## config.mk

```make
export PLATFORM = sky130hd
export DESIGN_NAME = bracket_balance_checker_unit
export DESIGN_NICKNAME = d
export VERILOG_FILES = /design/src/rtl/core/bbc_pkg.sv /design/src/rtl/core/bbc_ram.sv /design/src/rtl/core/bbc_front.sv /design/src/rtl/core/bbc_back.sv /design/src/rtl/core/bbc_resq.sv /design/src/rtl/core/bracket_balance_checker_unit.sv
export SDC_FILE = /design/constraint.sdc
export NUM_CORES = 1
export LEC_CHECK = 0
export BUFFER_PORTS_ARGS = -buffer_cell sky130_fd_sc_hd__buf_2
export CAP_MARGIN = 15
export CORE_ASPECT_RATIO = 1.75
export CORE_MARGIN = 2
export CORE_UTILIZATION = 55
export DETAILED_ROUTE_END_ITERATION = 7
export HOLD_SLACK_MARGIN = 0.15
export PLACE_DENSITY_LB_ADDON = 0.08
export SLEW_MARGIN = 0
export SYNTH_ARGS = -nofsm -noshare
export SYNTH_HDL_FRONTEND = slang
export SYNTH_SLANG_ARGS = --single-unit
```

## constraint.sdc

```tcl
create_clock -name clk -period 13.85 [get_ports clk]
set_clock_uncertainty 0.2 [all_clocks]
set_input_delay 0 -clock clk [delete_from_list [all_inputs] [get_ports clk]]
set_output_delay 0 -clock clk [all_outputs]
set_load 0.005 [all_outputs]
```

## src/rtl/core/bbc_pkg.sv

```systemverilog
// ----------------------------------------------------------------------------
// bbc_pkg
// Shared types, constants and decode functions of the bracket balance checker.
// ----------------------------------------------------------------------------
`default_nettype none

package bbc_pkg;

    localparam int STACK_DEPTH = 64;
    localparam int SP_W        = $clog2(STACK_DEPTH + 1);
    localparam int ADDR_W      = $clog2(STACK_DEPTH);

    localparam int OPQ_DEPTH   = 4;
    localparam int OPQ_AW      = $clog2(OPQ_DEPTH);
    localparam int OPQ_CW      = $clog2(OPQ_DEPTH + 1);

    localparam int RESQ_DEPTH  = 2;
    localparam int RESQ_AW     = $clog2(RESQ_DEPTH);
    localparam int RESQ_CW     = $clog2(RESQ_DEPTH + 1);

    typedef logic [1:0] kind_t;

    localparam kind_t KIND_ROUND  = 2'd0;
    localparam kind_t KIND_SQUARE = 2'd1;
    localparam kind_t KIND_CURLY  = 2'd2;
    localparam kind_t KIND_NONE   = 2'd3;

    localparam logic [7:0] CH_OPEN_ROUND   = 8'h28;
    localparam logic [7:0] CH_OPEN_SQUARE  = 8'h5B;
    localparam logic [7:0] CH_OPEN_CURLY   = 8'h7B;
    localparam logic [7:0] CH_CLOSE_ROUND  = 8'h29;
    localparam logic [7:0] CH_CLOSE_SQUARE = 8'h5D;
    localparam logic [7:0] CH_CLOSE_CURLY  = 8'h7D;

    typedef enum logic [1:0] {
        OP_OPEN,
        OP_CLOSE,
        OP_END
    } op_code_t;

    typedef enum logic [2:0] {
        ST_OK       = 3'd0,
        ST_MISMATCH = 3'd1,
        ST_EMPTY    = 3'd2,
        ST_UNCLOSED = 3'd3,
        ST_OVERFLOW = 3'd4
    } status_t;

    typedef struct packed {
        op_code_t code;
        kind_t    kind;
    } op_t;

    typedef struct packed {
        logic valid;
        op_t  op;
    } op_chan_t;

    typedef struct packed {
        logic    balanced;
        status_t status;
    } result_t;

    function automatic kind_t opener_kind(input logic [7:0] c);
        kind_t k;
        case (c)
            CH_OPEN_ROUND:  k = KIND_ROUND;
            CH_OPEN_SQUARE: k = KIND_SQUARE;
            CH_OPEN_CURLY:  k = KIND_CURLY;
            default:        k = KIND_NONE;
        endcase
        return k;
    endfunction

    function automatic kind_t closer_kind(input logic [7:0] c);
        kind_t k;
        case (c)
            CH_CLOSE_ROUND:  k = KIND_ROUND;
            CH_CLOSE_SQUARE: k = KIND_SQUARE;
            CH_CLOSE_CURLY:  k = KIND_CURLY;
            default:         k = KIND_NONE;
        endcase
        return k;
    endfunction

endpackage

`default_nettype wire

```

## src/rtl/core/bbc_ram.sv

```systemverilog
// ----------------------------------------------------------------------------
// bbc_ram
// Generic single-write, single-read RAM with registered read data.
// ----------------------------------------------------------------------------
`default_nettype none

module bbc_ram #(
    parameter int WIDTH = 2,
    parameter int DEPTH = 64,
    localparam int AW   = $clog2(DEPTH)
) (
    input  wire logic             clk,
    input  wire logic             wr_en,
    input  wire logic [AW-1:0]    wr_addr,
    input  wire logic [WIDTH-1:0] wr_data,
    input  wire logic [AW-1:0]    rd_addr,
    output logic      [WIDTH-1:0] rd_data
);

    logic [WIDTH-1:0] mem_reg [DEPTH];
    logic [WIDTH-1:0] rd_data_reg;

    // A read of the address being written returns the old contents.
    always_ff @(posedge clk)
    begin
        if (wr_en)
        begin
            mem_reg[wr_addr] <= wr_data;
        end
        rd_data_reg <= mem_reg[rd_addr];
    end

    assign rd_data = rd_data_reg;

endmodule

`default_nettype wire

```

## src/rtl/core/bbc_front.sv

```systemverilog
// ----------------------------------------------------------------------------
// bbc_front
// Accepts input beats, decodes brackets and queues the resulting operations.
// ----------------------------------------------------------------------------
`default_nettype none

module bbc_front
    import bbc_pkg::*;
(
    input  wire logic       clk,
    input  wire logic       rst_n,
    input  wire logic [7:0] symbol,
    input  wire logic       end_marker,
    input  wire logic       push,
    output logic            full,
    output op_chan_t        op_out,
    input  wire logic       op_pop
);

    op_t               q_mem_reg [OPQ_DEPTH];
    logic [OPQ_AW-1:0] wr_ptr_reg, wr_ptr_next;
    logic [OPQ_AW-1:0] rd_ptr_reg, rd_ptr_next;
    logic [OPQ_CW-1:0] count_reg, count_next;

    kind_t k_open;
    kind_t k_close;
    logic  keep;
    logic  wr_en;
    logic  rd_en;
    op_t   new_op;

    always_comb
    begin
        k_open  = opener_kind(symbol);
        k_close = closer_kind(symbol);
        // Bytes that are neither brackets nor an end never reach the stack.
        keep    = end_marker || (k_open != KIND_NONE) || (k_close != KIND_NONE);
        if (end_marker)
        begin
            new_op.code = OP_END;
            new_op.kind = KIND_NONE;
        end
        else if (k_open != KIND_NONE)
        begin
            new_op.code = OP_OPEN;
            new_op.kind = k_open;
        end
        else
        begin
            new_op.code = OP_CLOSE;
            new_op.kind = k_close;
        end
    end

    assign full  = (count_reg == OPQ_CW'(OPQ_DEPTH));
    assign wr_en = push && !full && keep;
    assign rd_en = op_pop && (count_reg != '0);

    always_comb
    begin
        wr_ptr_next = wr_ptr_reg;
        rd_ptr_next = rd_ptr_reg;
        count_next  = count_reg;
        if (wr_en)
        begin
            wr_ptr_next = (wr_ptr_reg == OPQ_AW'(OPQ_DEPTH - 1)) ? '0 : wr_ptr_reg + 1'b1;
        end
        if (rd_en)
        begin
            rd_ptr_next = (rd_ptr_reg == OPQ_AW'(OPQ_DEPTH - 1)) ? '0 : rd_ptr_reg + 1'b1;
        end
        if (wr_en && !rd_en)
        begin
            count_next = count_reg + 1'b1;
        end
        else if (rd_en && !wr_en)
        begin
            count_next = count_reg - 1'b1;
        end
    end

    always_ff @(posedge clk or negedge rst_n)
    begin
        if (!rst_n)
        begin
            wr_ptr_reg <= '0;
            rd_ptr_reg <= '0;
            count_reg  <= '0;
        end
        else
        begin
            wr_ptr_reg <= wr_ptr_next;
            rd_ptr_reg <= rd_ptr_next;
            count_reg  <= count_next;
        end
    end

    always_ff @(posedge clk)
    begin
        if (wr_en)
        begin
            q_mem_reg[wr_ptr_reg] <= new_op;
        end
    end

    assign op_out.valid = (count_reg != '0);
    assign op_out.op    = q_mem_reg[rd_ptr_reg];

endmodule

`default_nettype wire

```

## src/rtl/core/bbc_back.sv

```systemverilog
// ----------------------------------------------------------------------------
// bbc_back
// Stack engine: forms verdicts, one operation per cycle; ends wait on res_full.
// ----------------------------------------------------------------------------
`default_nettype none

module bbc_back
    import bbc_pkg::*;
(
    input  wire logic     clk,
    input  wire logic     rst_n,
    input  wire op_chan_t op_in,
    output logic          op_pop,
    output logic          res_push,
    output result_t       res,
    input  wire logic     res_full
);

    logic [SP_W-1:0]   sp_reg, sp_next;
    status_t           err_reg, err_next;
    kind_t             top_reg, top_next;
    logic              byp_reg, byp_next;
    kind_t             byp_data_reg;

    logic              take;
    logic              wr_en;
    logic [ADDR_W-1:0] wr_addr;
    logic [ADDR_W-1:0] rd_addr;
    kind_t             rd_data;
    kind_t             below;
    status_t           verdict;

    // The top entry lives in top_reg; the RAM holds everything beneath it.
    // The RAM is always read at the entry just below the next top, and a write
    // to that same entry is forwarded through the bypass register.
    bbc_ram #(
        .WIDTH ($bits(kind_t)),
        .DEPTH (STACK_DEPTH)
    ) u_stack_ram (
        .clk     (clk),
        .wr_en   (wr_en),
        .wr_addr (wr_addr),
        .wr_data (top_reg),
        .rd_addr (rd_addr),
        .rd_data (rd_data)
    );

    assign below = byp_reg ? byp_data_reg : rd_data;

    assign take   = op_in.valid && !((op_in.op.code == OP_END) && res_full);
    assign op_pop = take;

    always_comb
    begin
        verdict = err_reg;
        if ((err_reg == ST_OK) && (sp_reg != '0))
        begin
            verdict = ST_UNCLOSED;
        end
    end

    assign res.status   = verdict;
    assign res.balanced = (verdict == ST_OK);

    always_comb
    begin
        sp_next  = sp_reg;
        err_next = err_reg;
        top_next = top_reg;
        wr_en    = 1'b0;
        wr_addr  = ADDR_W'(sp_reg - 1'b1);
        res_push = 1'b0;
        if (take)
        begin
            unique case (op_in.op.code)
                OP_END:
                begin
                    res_push = 1'b1;
                    sp_next  = '0;
                    err_next = ST_OK;
                end
                OP_OPEN:
                begin
                    if (err_reg == ST_OK)
                    begin
                        if (sp_reg == SP_W'(STACK_DEPTH))
                        begin
                            err_next = ST_OVERFLOW;
                        end
                        else
                        begin
                            wr_en    = (sp_reg != '0);
                            top_next = op_in.op.kind;
                            sp_next  = sp_reg + 1'b1;
                        end
                    end
                end
                OP_CLOSE:
                begin
                    if (err_reg == ST_OK)
                    begin
                        if (sp_reg == '0)
                        begin
                            err_next = ST_EMPTY;
                        end
                        else if (top_reg != op_in.op.kind)
                        begin
                            err_next = ST_MISMATCH;
                        end
                        else
                        begin
                            top_next = below;
                            sp_next  = sp_reg - 1'b1;
                        end
                    end
                end
                default:
                begin
                    sp_next = sp_reg;
                end
            endcase
        end
        rd_addr  = ADDR_W'(sp_next - SP_W'(2));
        byp_next = wr_en && (wr_addr == rd_addr);
    end

    always_ff @(posedge clk or negedge rst_n)
    begin
        if (!rst_n)
        begin
            sp_reg  <= '0;
            err_reg <= ST_OK;
            byp_reg <= 1'b0;
        end
        else
        begin
            sp_reg  <= sp_next;
            err_reg <= err_next;
            byp_reg <= byp_next;
        end
    end

    always_ff @(posedge clk)
    begin
        top_reg      <= top_next;
        byp_data_reg <= top_reg;
    end

endmodule

`default_nettype wire

```

## src/rtl/core/bbc_resq.sv

```systemverilog
// ----------------------------------------------------------------------------
// bbc_resq
// Small result queue between the stack engine and the result port.
// ----------------------------------------------------------------------------
`default_nettype none

module bbc_resq
    import bbc_pkg::*;
(
    input  wire logic    clk,
    input  wire logic    rst_n,
    input  wire logic    wr_en,
    input  wire result_t wr_data,
    output logic         full,
    output logic         empty,
    input  wire logic    pop,
    output result_t      rd_data
);

    result_t            q_mem_reg [RESQ_DEPTH];
    logic [RESQ_AW-1:0] wr_ptr_reg, wr_ptr_next;
    logic [RESQ_AW-1:0] rd_ptr_reg, rd_ptr_next;
    logic [RESQ_CW-1:0] count_reg, count_next;
    logic               do_wr;
    logic               do_rd;

    assign full  = (count_reg == RESQ_CW'(RESQ_DEPTH));
    assign empty = (count_reg == '0);
    assign do_wr = wr_en && !full;
    assign do_rd = pop && !empty;

    always_comb
    begin
        wr_ptr_next = wr_ptr_reg;
        rd_ptr_next = rd_ptr_reg;
        count_next  = count_reg;
        if (do_wr)
        begin
            wr_ptr_next = (wr_ptr_reg == RESQ_AW'(RESQ_DEPTH - 1)) ? '0 : wr_ptr_reg + 1'b1;
        end
        if (do_rd)
        begin
            rd_ptr_next = (rd_ptr_reg == RESQ_AW'(RESQ_DEPTH - 1)) ? '0 : rd_ptr_reg + 1'b1;
        end
        if (do_wr && !do_rd)
        begin
            count_next = count_reg + 1'b1;
        end
        else if (do_rd && !do_wr)
        begin
            count_next = count_reg - 1'b1;
        end
    end

    always_ff @(posedge clk or negedge rst_n)
    begin
        if (!rst_n)
        begin
            wr_ptr_reg <= '0;
            rd_ptr_reg <= '0;
            count_reg  <= '0;
        end
        else
        begin
            wr_ptr_reg <= wr_ptr_next;
            rd_ptr_reg <= rd_ptr_next;
            count_reg  <= count_next;
        end
    end

    always_ff @(posedge clk)
    begin
        if (do_wr)
        begin
            q_mem_reg[wr_ptr_reg] <= wr_data;
        end
    end

    assign rd_data = q_mem_reg[rd_ptr_reg];

endmodule

`default_nettype wire

```

## src/rtl/core/bracket_balance_checker_unit.sv

```systemverilog
// ----------------------------------------------------------------------------
// bracket_balance_checker_unit
// Checks a byte stream for balanced round, square and curly brackets.
// ----------------------------------------------------------------------------
//  Channel  | Handshake    | Payload
//  ---------+--------------+----------------------------
//  input    | push / full  | symbol[7:0], end_marker
//  result   | pop / empty  | balanced, status[2:0]
//
// One input beat is taken per cycle while the operation queue is not full;
// the stack engine retires one operation per cycle unless an end waits on a
// full result queue, with the top entry in a register and a registered RAM
// read of the entry beneath it kept in step with the stack pointer. An end
// beat's verdict goes from the operation queue through the stack engine into
// the result queue, whose head the result ports show. Reset clears the
// pointers and error state; the stack RAM needs no clearing pass. Either
// side may stall without holding up the other until its queue fills.
// ----------------------------------------------------------------------------
`default_nettype none

module bracket_balance_checker_unit
    import bbc_pkg::*;
(
    input  wire logic       clk,
    input  wire logic       rst_n,
    input  wire logic [7:0] symbol,
    input  wire logic       end_marker,
    input  wire logic       push,
    output logic            full,
    output logic            balanced,
    output logic [2:0]      status,
    output logic            empty,
    input  wire logic       pop
);

    op_chan_t op_chan;
    logic     op_pop;
    logic     res_push;
    logic     res_full;
    result_t  res_in;
    result_t  res_out;

    bbc_front u_front (
        .clk        (clk),
        .rst_n      (rst_n),
        .symbol     (symbol),
        .end_marker (end_marker),
        .push       (push),
        .full       (full),
        .op_out     (op_chan),
        .op_pop     (op_pop)
    );

    bbc_back u_back (
        .clk      (clk),
        .rst_n    (rst_n),
        .op_in    (op_chan),
        .op_pop   (op_pop),
        .res_push (res_push),
        .res      (res_in),
        .res_full (res_full)
    );

    bbc_resq u_resq (
        .clk     (clk),
        .rst_n   (rst_n),
        .wr_en   (res_push),
        .wr_data (res_in),
        .full    (res_full),
        .empty   (empty),
        .pop     (pop),
        .rd_data (res_out)
    );

    assign balanced = res_out.balanced;
    assign status   = res_out.status;

endmodule

`default_nettype wire

```

==> results of run 1 <==
==> through the flow <==
stage | hold WS [ps] | instances | setup slack [ps]
final | 209 | 941 | 8870
after global routing | 228 | 941 | 8620
after CTS | 203 | 941 | 8930
after detailed placement | -178 | 894 | 8960
after global placement | -182 | 894 | 9080
after floorplan | -496 | 723 | 9510
==> per-layer routing <==
metal | track usage (%) | vias up
li1 | - | 2764
met1 | 30.6 | 2999
met2 | 50.2 | 253
met3 | 3.75 | 79
met4 | 13.5 | 0
met5 | 0 | -
==> synthesized netlist by cell type, types with 3 or more instances <==
cell type	count	area (sq um)
xnor2_1	13	114
nor4_1	3	18.8
a221oi_1	12	105
nor2b_1	5	31.3
dfrtp_1	22	551
nand2_1	73	274
buf_2	8	40.0
buf_1	4	15.0
nand3_1	27	135
a22oi_1	10	75.1
a311oi_1	10	87.6
or3_1	3	18.8
nor3_1	8	40.0
nor3b_1	7	52.6
a32oi_1	11	96.3
nand4_1	3	18.8
nor2_1	90	338
and3_1	3	18.8
or2_2	3	18.8
o21ai_0	28	140
and2_1	11	68.8
edfxtp_1	154	4620
inv_1	14	52.6
buf_6	5	56.3
dfxtp_1	4	80.1
mux2i_1	5	50.1
mux2_2	12	135
a21oi_1	62	310
xor2_1	13	114
a311o_1	3	30.0
a211o_1	11	96.3
xnor2_2	3	48.8
mux4_2	4	90.1
clkbuf_1	23	86.3
ha_1	11	138
==> worst min-delay path: cells and delay by family <==
kind | cells | cell delay (ps)
buffers and inverters | 1 | 110
AND/OR/NAND/NOR | 1 | 150
AO/OA/AOI/OAI | 3 | 400
==> cells by family after synthesis <==
family,count (synthesis)
buffers and inverters,56
XOR/XNOR,30
AND/OR/NAND/NOR,245
flip-flops,180
multiplexers,22
AO/OA/AOI/OAI,178
adder cells (fa/ha/maj),12
==> timing repair <==
item	CTS	global route
endpoints found under the hold margin	59	0
hold buffers	15	0
endpoints found under the setup margin	0	0
==> final timing paths <==
| check | start | end |
|---|---|---|
| hold reg to reg | u_resq.wr_ptr_reg | u_resq.wr_ptr_reg |
| setup reg to reg | u_front.rd_ptr_reg[0] | u_back.u_stack_ram.rd_data[1] |
| hold / removal | symbol[4] | u_front.q_mem_reg[1][1] |
| setup / recovery | u_front.rd_ptr_reg[0] | u_back.u_stack_ram.rd_data[1] |
| min in group asynchronous | rst_n | u_resq.rd_ptr_reg |
| max in group asynchronous | rst_n | u_front.rd_ptr_reg[0] |
==> final cells by class <==
cell class / instances / area [sq um] / share of cell area (%)
Inverter: 16 / 60.1 / 0.631
Multi-Input combinational cell: 487 / 3080 / 32.3
Sequential cell: 180 / 5260 / 55.2
Timing Repair Buffer: 40 / 303 / 3.18
Tap cell: 186 / 233 / 2.44
Clock inverter: 13 / 150 / 1.58
Clock buffer: 19 / 443 / 4.65
==> results.sh, run 1 <==
export IMPL_synthesis_nets=748
export IMPL_setup_violations=0
export IMPL_drcViolationCount=0
export IMPL_syn2layout_area_growth_pct=10.9
export IMPL_antenna_cells=0
export IMPL_relSlewSlack_pct=31.3
export IMPL_setup_tns_ps=0
export IMPL_drt_met1_wl_microns=8070
export IMPL_ys_warn_count=0
export IMPL_period_needed_ps=4980
export IMPL_fp_dieW_microns=98.4
export IMPL_antenna_found_initial=0
export IMPL_clk_insertion_delay_late_ps=420
export IMPL_synthFlopType="edfxtp_1"
export IMPL_cp_depth=12
export IMPL_viasPerCell=6.48
export IMPL_clockBufferDepth=2
export IMPL_max_freq_mhz=201
export IMPL_crit_buf_inv=2
export IMPL_wl_per_cell_microns=23.7
export IMPL_io_pins=19
export IMPL_io_buffers=18
export IMPL_top_layer="met4"
export IMPL_vias=6095
export IMPL_cap_viol_max_count=0
export IMPL_root_buffer="clkbuf_16"
export IMPL_worstSetupStartpointType="flop"
export IMPL_cts_resized=0
export IMPL_cts_made_buffers=17
export IMPL_wl_met2_microns=12100
export IMPL_drt_iter0_drc=611
export IMPL_r2r_cells=12
export IMPL_netlist_instances=723
export IMPL_met3_length_microns=944
export IMPL_critical_path_class="reg -> reg"
export IMPL_cpMaxStageDelayCell="mux4_2"
export IMPL_grt_first_pass_wirelength_microns=34500
export IMPL_required_ps=13930
export IMPL_num_nets_final=767
export IMPL_cts_tree="yes"
export IMPL_grt_max_degree=67
export IMPL_netlist_area_sq_um=8590
export IMPL_synth_seq_cells=180
export IMPL_placed_area_sq_um=8770
export IMPL_status="complete, no violations"
export IMPL_synthSimpleGateAreaFrac_pct=12.9
export IMPL_r2r_setup_slack_ps=8870
export IMPL_grt_overflow=0
export IMPL_htreeDepth=4
export IMPL_finalWirelength_microns=22300
export IMPL_rows=60
export IMPL_min_path_cells=5
export IMPL_gp_congestion=0.956
export IMPL_largest_reg_flops=128
export IMPL_synthMuxAreaShare_pct=3.34
export IMPL_ys_types=70
export IMPL_drive_gt1_share_pct=11.9
export IMPL_fp_coreArea_sq_um=15300
export IMPL_synth_xor_xnor_area_share_pct=3.41
export IMPL_dp_hpwl_microns=15200
export IMPL_ant_nets=0
export IMPL_grt_pass1_vias=6170
export IMPL_period_share_pct=36.0
export IMPL_tightest_slew_ps=1020
export IMPL_grt_util_all_layers_pct=27.3
export IMPL_synth_seq_area_share_pct=61.2
export IMPL_critical_path_top_delay_family="compound AO/OA/AOI/OAI gates"
export IMPL_synth_top_family_by_area="compound AO/OA/AOI/OAI gates"
export IMPL_finalInstanceArea_sq_um=9520
export IMPL_final_cell_mix="edfxtp_1 (154), nor2_1 (89), nand2_1 (73)"
export IMPL_crit_chain="mux4_2 > nor2b_1 > a31o_1 > or2_1 > inv_2 > ha_1 > xnor2_2 > buf_4 > a221oi_1 > a211o_1 > a32oi_1 > nand3_1"
export IMPL_cts_setup_buffers=0
export IMPL_initial_core_util_pct=56.1
export IMPL_syn_avg_cell_area_sq_um=11.9
export IMPL_holdCritPathClass="in -> reg"
export IMPL_cp_max_fo=25
export IMPL_drt_pass1_iter_count=6
export IMPL_finalHoldViolations=0
export IMPL_slew_viol_final=0
export IMPL_synth_async_sr_flop_share_pct=12.2
export IMPL_crit_arrival_ps=5060
export IMPL_path_clk_slew_ps=70
export IMPL_synth_compound_area_share_pct=14.3
export IMPL_synth_edf_count=154
export IMPL_cts_sinks=180
export IMPL_die_height_microns=169
export IMPL_die_area_sq_um=16700
export IMPL_rsz0062_at_grt="false"
export IMPL_endpoint_kind="flop"
export IMPL_cpPeakStageDelay_ps=760
export IMPL_synth_fa_ha_area_share_pct=1.84
export IMPL_layout_commonest_cell="edfxtp_1"
export IMPL_final_util_pct=62.2
export IMPL_fillers=1237
Power of run 1 is left out: the tool's default activity adds up to more than one toggle a clock period on the data nets, which glitch-free logic cannot reach.
==> run 2, diff against run 1 <==
--- a/config.mk
+++ b/config.mk
@@ -5,6 +5,7 @@
 export SDC_FILE = /design/constraint.sdc
 export NUM_CORES = 1
 export LEC_CHECK = 0
+export ABC_AREA = 1
 export BUFFER_PORTS_ARGS = -buffer_cell sky130_fd_sc_hd__buf_2
 export CAP_MARGIN = 15
 export CORE_ASPECT_RATIO = 1.75
==> constraint.sdc (replaced) <==
create_clock -name clk -period 4.3 [get_ports clk]
set_clock_uncertainty 0.2 [all_clocks]
set_input_delay 0 -clock clk [delete_from_list [all_inputs] [get_ports clk]]
set_output_delay 0 -clock clk [all_outputs]
set_load 0.005 [all_outputs]
==> results.sh, run 2 <==
export IMPL_drt_pass1_iter_count=5
export IMPL_synthSimpleGateAreaFrac_pct=27.0
export IMPL_cpMaxStageDelayCell="dlygate4sd3_1"
export IMPL_synthTopCellsByArea="edfxtp_1 (51%), nand2_1 (8.0%), nand3_1 (7.9%)"
export IMPL_fp_coreArea_sq_um=16200
export IMPL_setup_violations=0
export IMPL_drcViolationCount=0
export IMPL_grt_overflow=0
export IMPL_grt_util_all_layers_pct=27.1
export IMPL_synth_xor_xnor_area_share_pct=2.00
export IMPL_num_nets_final=991
export IMPL_syn2layout_area_growth_pct=11.2
export IMPL_ys_types=43
export IMPL_antenna_found_initial=0
export IMPL_synth_top_cell_area_share_pct=51.3
export IMPL_clk_insertion_delay_late_ps=440
export IMPL_period_share_pct=90.3
export IMPL_synth_area_leader_cell="edfxtp_1"
export IMPL_cap_viol_max_count=0
export IMPL_io_buffers=18
export IMPL_fin_ws_ps=416
export IMPL_die_area_sq_um=17500
export IMPL_critical_path_class="in -> reg"
export IMPL_yosysMostFrequentCell="nand2_1"
export IMPL_cts_tree="yes"
export IMPL_synthMuxAreaShare_pct=0.125
export IMPL_synth_fa_ha_area_share_pct=1.75
export IMPL_fp_dieW_microns=101
export IMPL_initial_core_util_pct=55.6
export IMPL_ant_nets=0
export IMPL_slew_viol_final=0
export IMPL_ys_warn_count=0
export IMPL_drt_iter0_drc=340
export IMPL_dp_hpwl_microns=15200
export IMPL_holdCritPathClass="in -> reg"
export IMPL_cp_max_fo=5
export IMPL_synth_seq_area_share_pct=58.3
export IMPL_synthesis_nets=963
export IMPL_cts_sinks=180
export IMPL_antenna_cells=0
export IMPL_crit_arrival_ps=4000
export IMPL_finalInstanceArea_sq_um=10000
export IMPL_clockBufferDepth=2
export IMPL_reg2reg_to="u_back.byp_reg"
export IMPL_vias=6669
export IMPL_grt_first_pass_wirelength_microns=35200
export IMPL_viasPerCell=5.70
export IMPL_synth_async_sr_flop_share_pct=12.2
export IMPL_syn_avg_cell_area_sq_um=9.61
export IMPL_crit_chain="dlygate4sd3_1 > buf_2 > inv_1 > nor4_1 > dlygate4sd3_1 > nand4_1 > nand3_1 > dlygate4sd3_1 > nor2_1 > nand3_1 > nand3b_1 > inv_1 > ha_1 > inv_1 > fa_1 > mux2_2"
export IMPL_cts_setup_buffers=0
export IMPL_setup_tns_ps=0
export IMPL_dp_worst_setup_slack_ps=667
export IMPL_netlist_area_sq_um=9020
export IMPL_r2r_setup_slack_ps=610
export IMPL_largest_reg_flops=128
export IMPL_final_cell_mix="nand2_1 (192), edfxtp_1 (154), nand3_1 (143)"
export IMPL_required_ps=4410
export IMPL_path_clk_slew_ps=70
export IMPL_root_buffer="clkbuf_16"
export IMPL_synth_seq_cells=180
export IMPL_max_freq_mhz=257
export IMPL_die_height_microns=173
export IMPL_endpoint_kind="flop"
export IMPL_finalWirelength_microns=22700
export IMPL_wl_per_cell_microns=19.4
export IMPL_relSlewSlack_pct=46.4
export IMPL_cts_made_buffers=17
export IMPL_synthFlopType="edfxtp_1"
export IMPL_tightest_slew_ps=802
export IMPL_rsz0062_at_grt="false"
export IMPL_min_path_cells=2
export IMPL_synth_edf_count=154
export IMPL_hold_end="u_front.q_mem_reg[2][3]"
export IMPL_drive_gt1_share_pct=10.2
export IMPL_hold_start="end_marker"
export IMPL_netlist_instances=938
export IMPL_synth_top_family_by_area="simple AND/OR/NAND/NOR gates"
export IMPL_placed_area_sq_um=9210
export IMPL_grt_max_degree=77
export IMPL_layout_commonest_cell="nand2_1"
export IMPL_r2r_cells=18
export IMPL_htreeDepth=4
export IMPL_synth_commonest_cells="nand2_1 (192), edfxtp_1 (154), nand3_1 (143), inv_1 (116), nor2_1 (102)"
export IMPL_finalHoldViolations=0
export IMPL_synth_compound_area_share_pct=3.18
export IMPL_period_needed_ps=3880
export IMPL_worstSetupStartpointType="input port"
export IMPL_io_pins=19
export IMPL_cpPeakStageDelay_ps=580
export IMPL_gp_congestion=0.903
export IMPL_grt_pass1_vias=6756
export IMPL_rows=62
export IMPL_status="complete, no violations"
export IMPL_worstReg2RegStart="u_front.rd_ptr_reg[0]"
[run 2: cell types whose count changed after synthesis, sizes merged, moves of 10 or more]
cell / before / now
a32oi: 11 / 0
a221oi: 14 / 0
mux2: 13 / 1
and2: 11 / 0
nand2: 73 / 205
inv: 15 / 128
a21oi: 63 / 10
clkbuf: 23 / 7
nor2: 90 / 107
nand3b: 1 / 43
nand3: 27 / 145
a211o: 11 / 0
xnor2: 16 / 4
a311oi: 10 / 0
[run 2: timing repair]
action,in CTS,in global routing
hold endpoints to repair,60,0
hold buffers,16,0
resized for setup,0,0
[run 2: cell type report]
class | instances | area [sq um]
inverter | 128 | 483
tap | 192 | 240
clock inverter | 13 | 218
sequential | 180 | 5260
fill | 1389 | 6180
clock buffer | 19 | 433
timing repair buffer | 42 | 333
multi-input combinational | 597 | 3070
[run 2: logic make-up (layout without fill, tap and decap cells)]
logic type,after synthesis,in the layout
buf+inv,161,202
simple gates,518,518
compound gates,48,48
mux,1,1
fa+ha+maj,12,12
flops,180,180
xor+xnor,18,18
[run 2: how the worst max path moves through the flow]
stage                          start                            end  slack (ps)
2_1_floorplan      u_back.top_reg[1]  u_back.u_stack_ram.rd_data[0]         760
3_5_place_dp   u_front.rd_ptr_reg[0]  u_back.u_stack_ram.rd_data[0]         670
6_report                   symbol[5]           u_front.count_reg[1]         420
4_1_cts                    symbol[5]           u_front.count_reg[1]         490
3_3_place_gp   u_front.rd_ptr_reg[0]  u_back.u_stack_ram.rd_data[0]         850
5_1_grt                    symbol[5]           u_front.count_reg[2]          50
[run 2: critical path: cells and delay by family]
kind / cells / cell delay, ps
mux: 1 / 270
buf+inv: 7 / 2170
fa+ha+maj: 2 / 630
simple gates: 6 / 940
[run 2: layer usage]
layer	up-vias	track usage, %	share of wire (%)
met5	-	0	0
met4	0	15.0	5.1
met3	68	3.95	3.2
met2	181	50.1	56
met1	3236	28.5	36
li1	3184	-	-
[run 2: per-stage QoR]
stage | std cells | hold slack [ps] | util [%]
after floorplan | 938 | -496 | -
after global placement | 1123 | -172 | 56.8
after detailed placement | 1123 | -180 | 56.8
after CTS | 1171 | 153 | 61.9
after global routing | 1171 | 162 | 61.9
final | 1171 | 165 | 61.9
Power of run 2 is left out for the same reason.
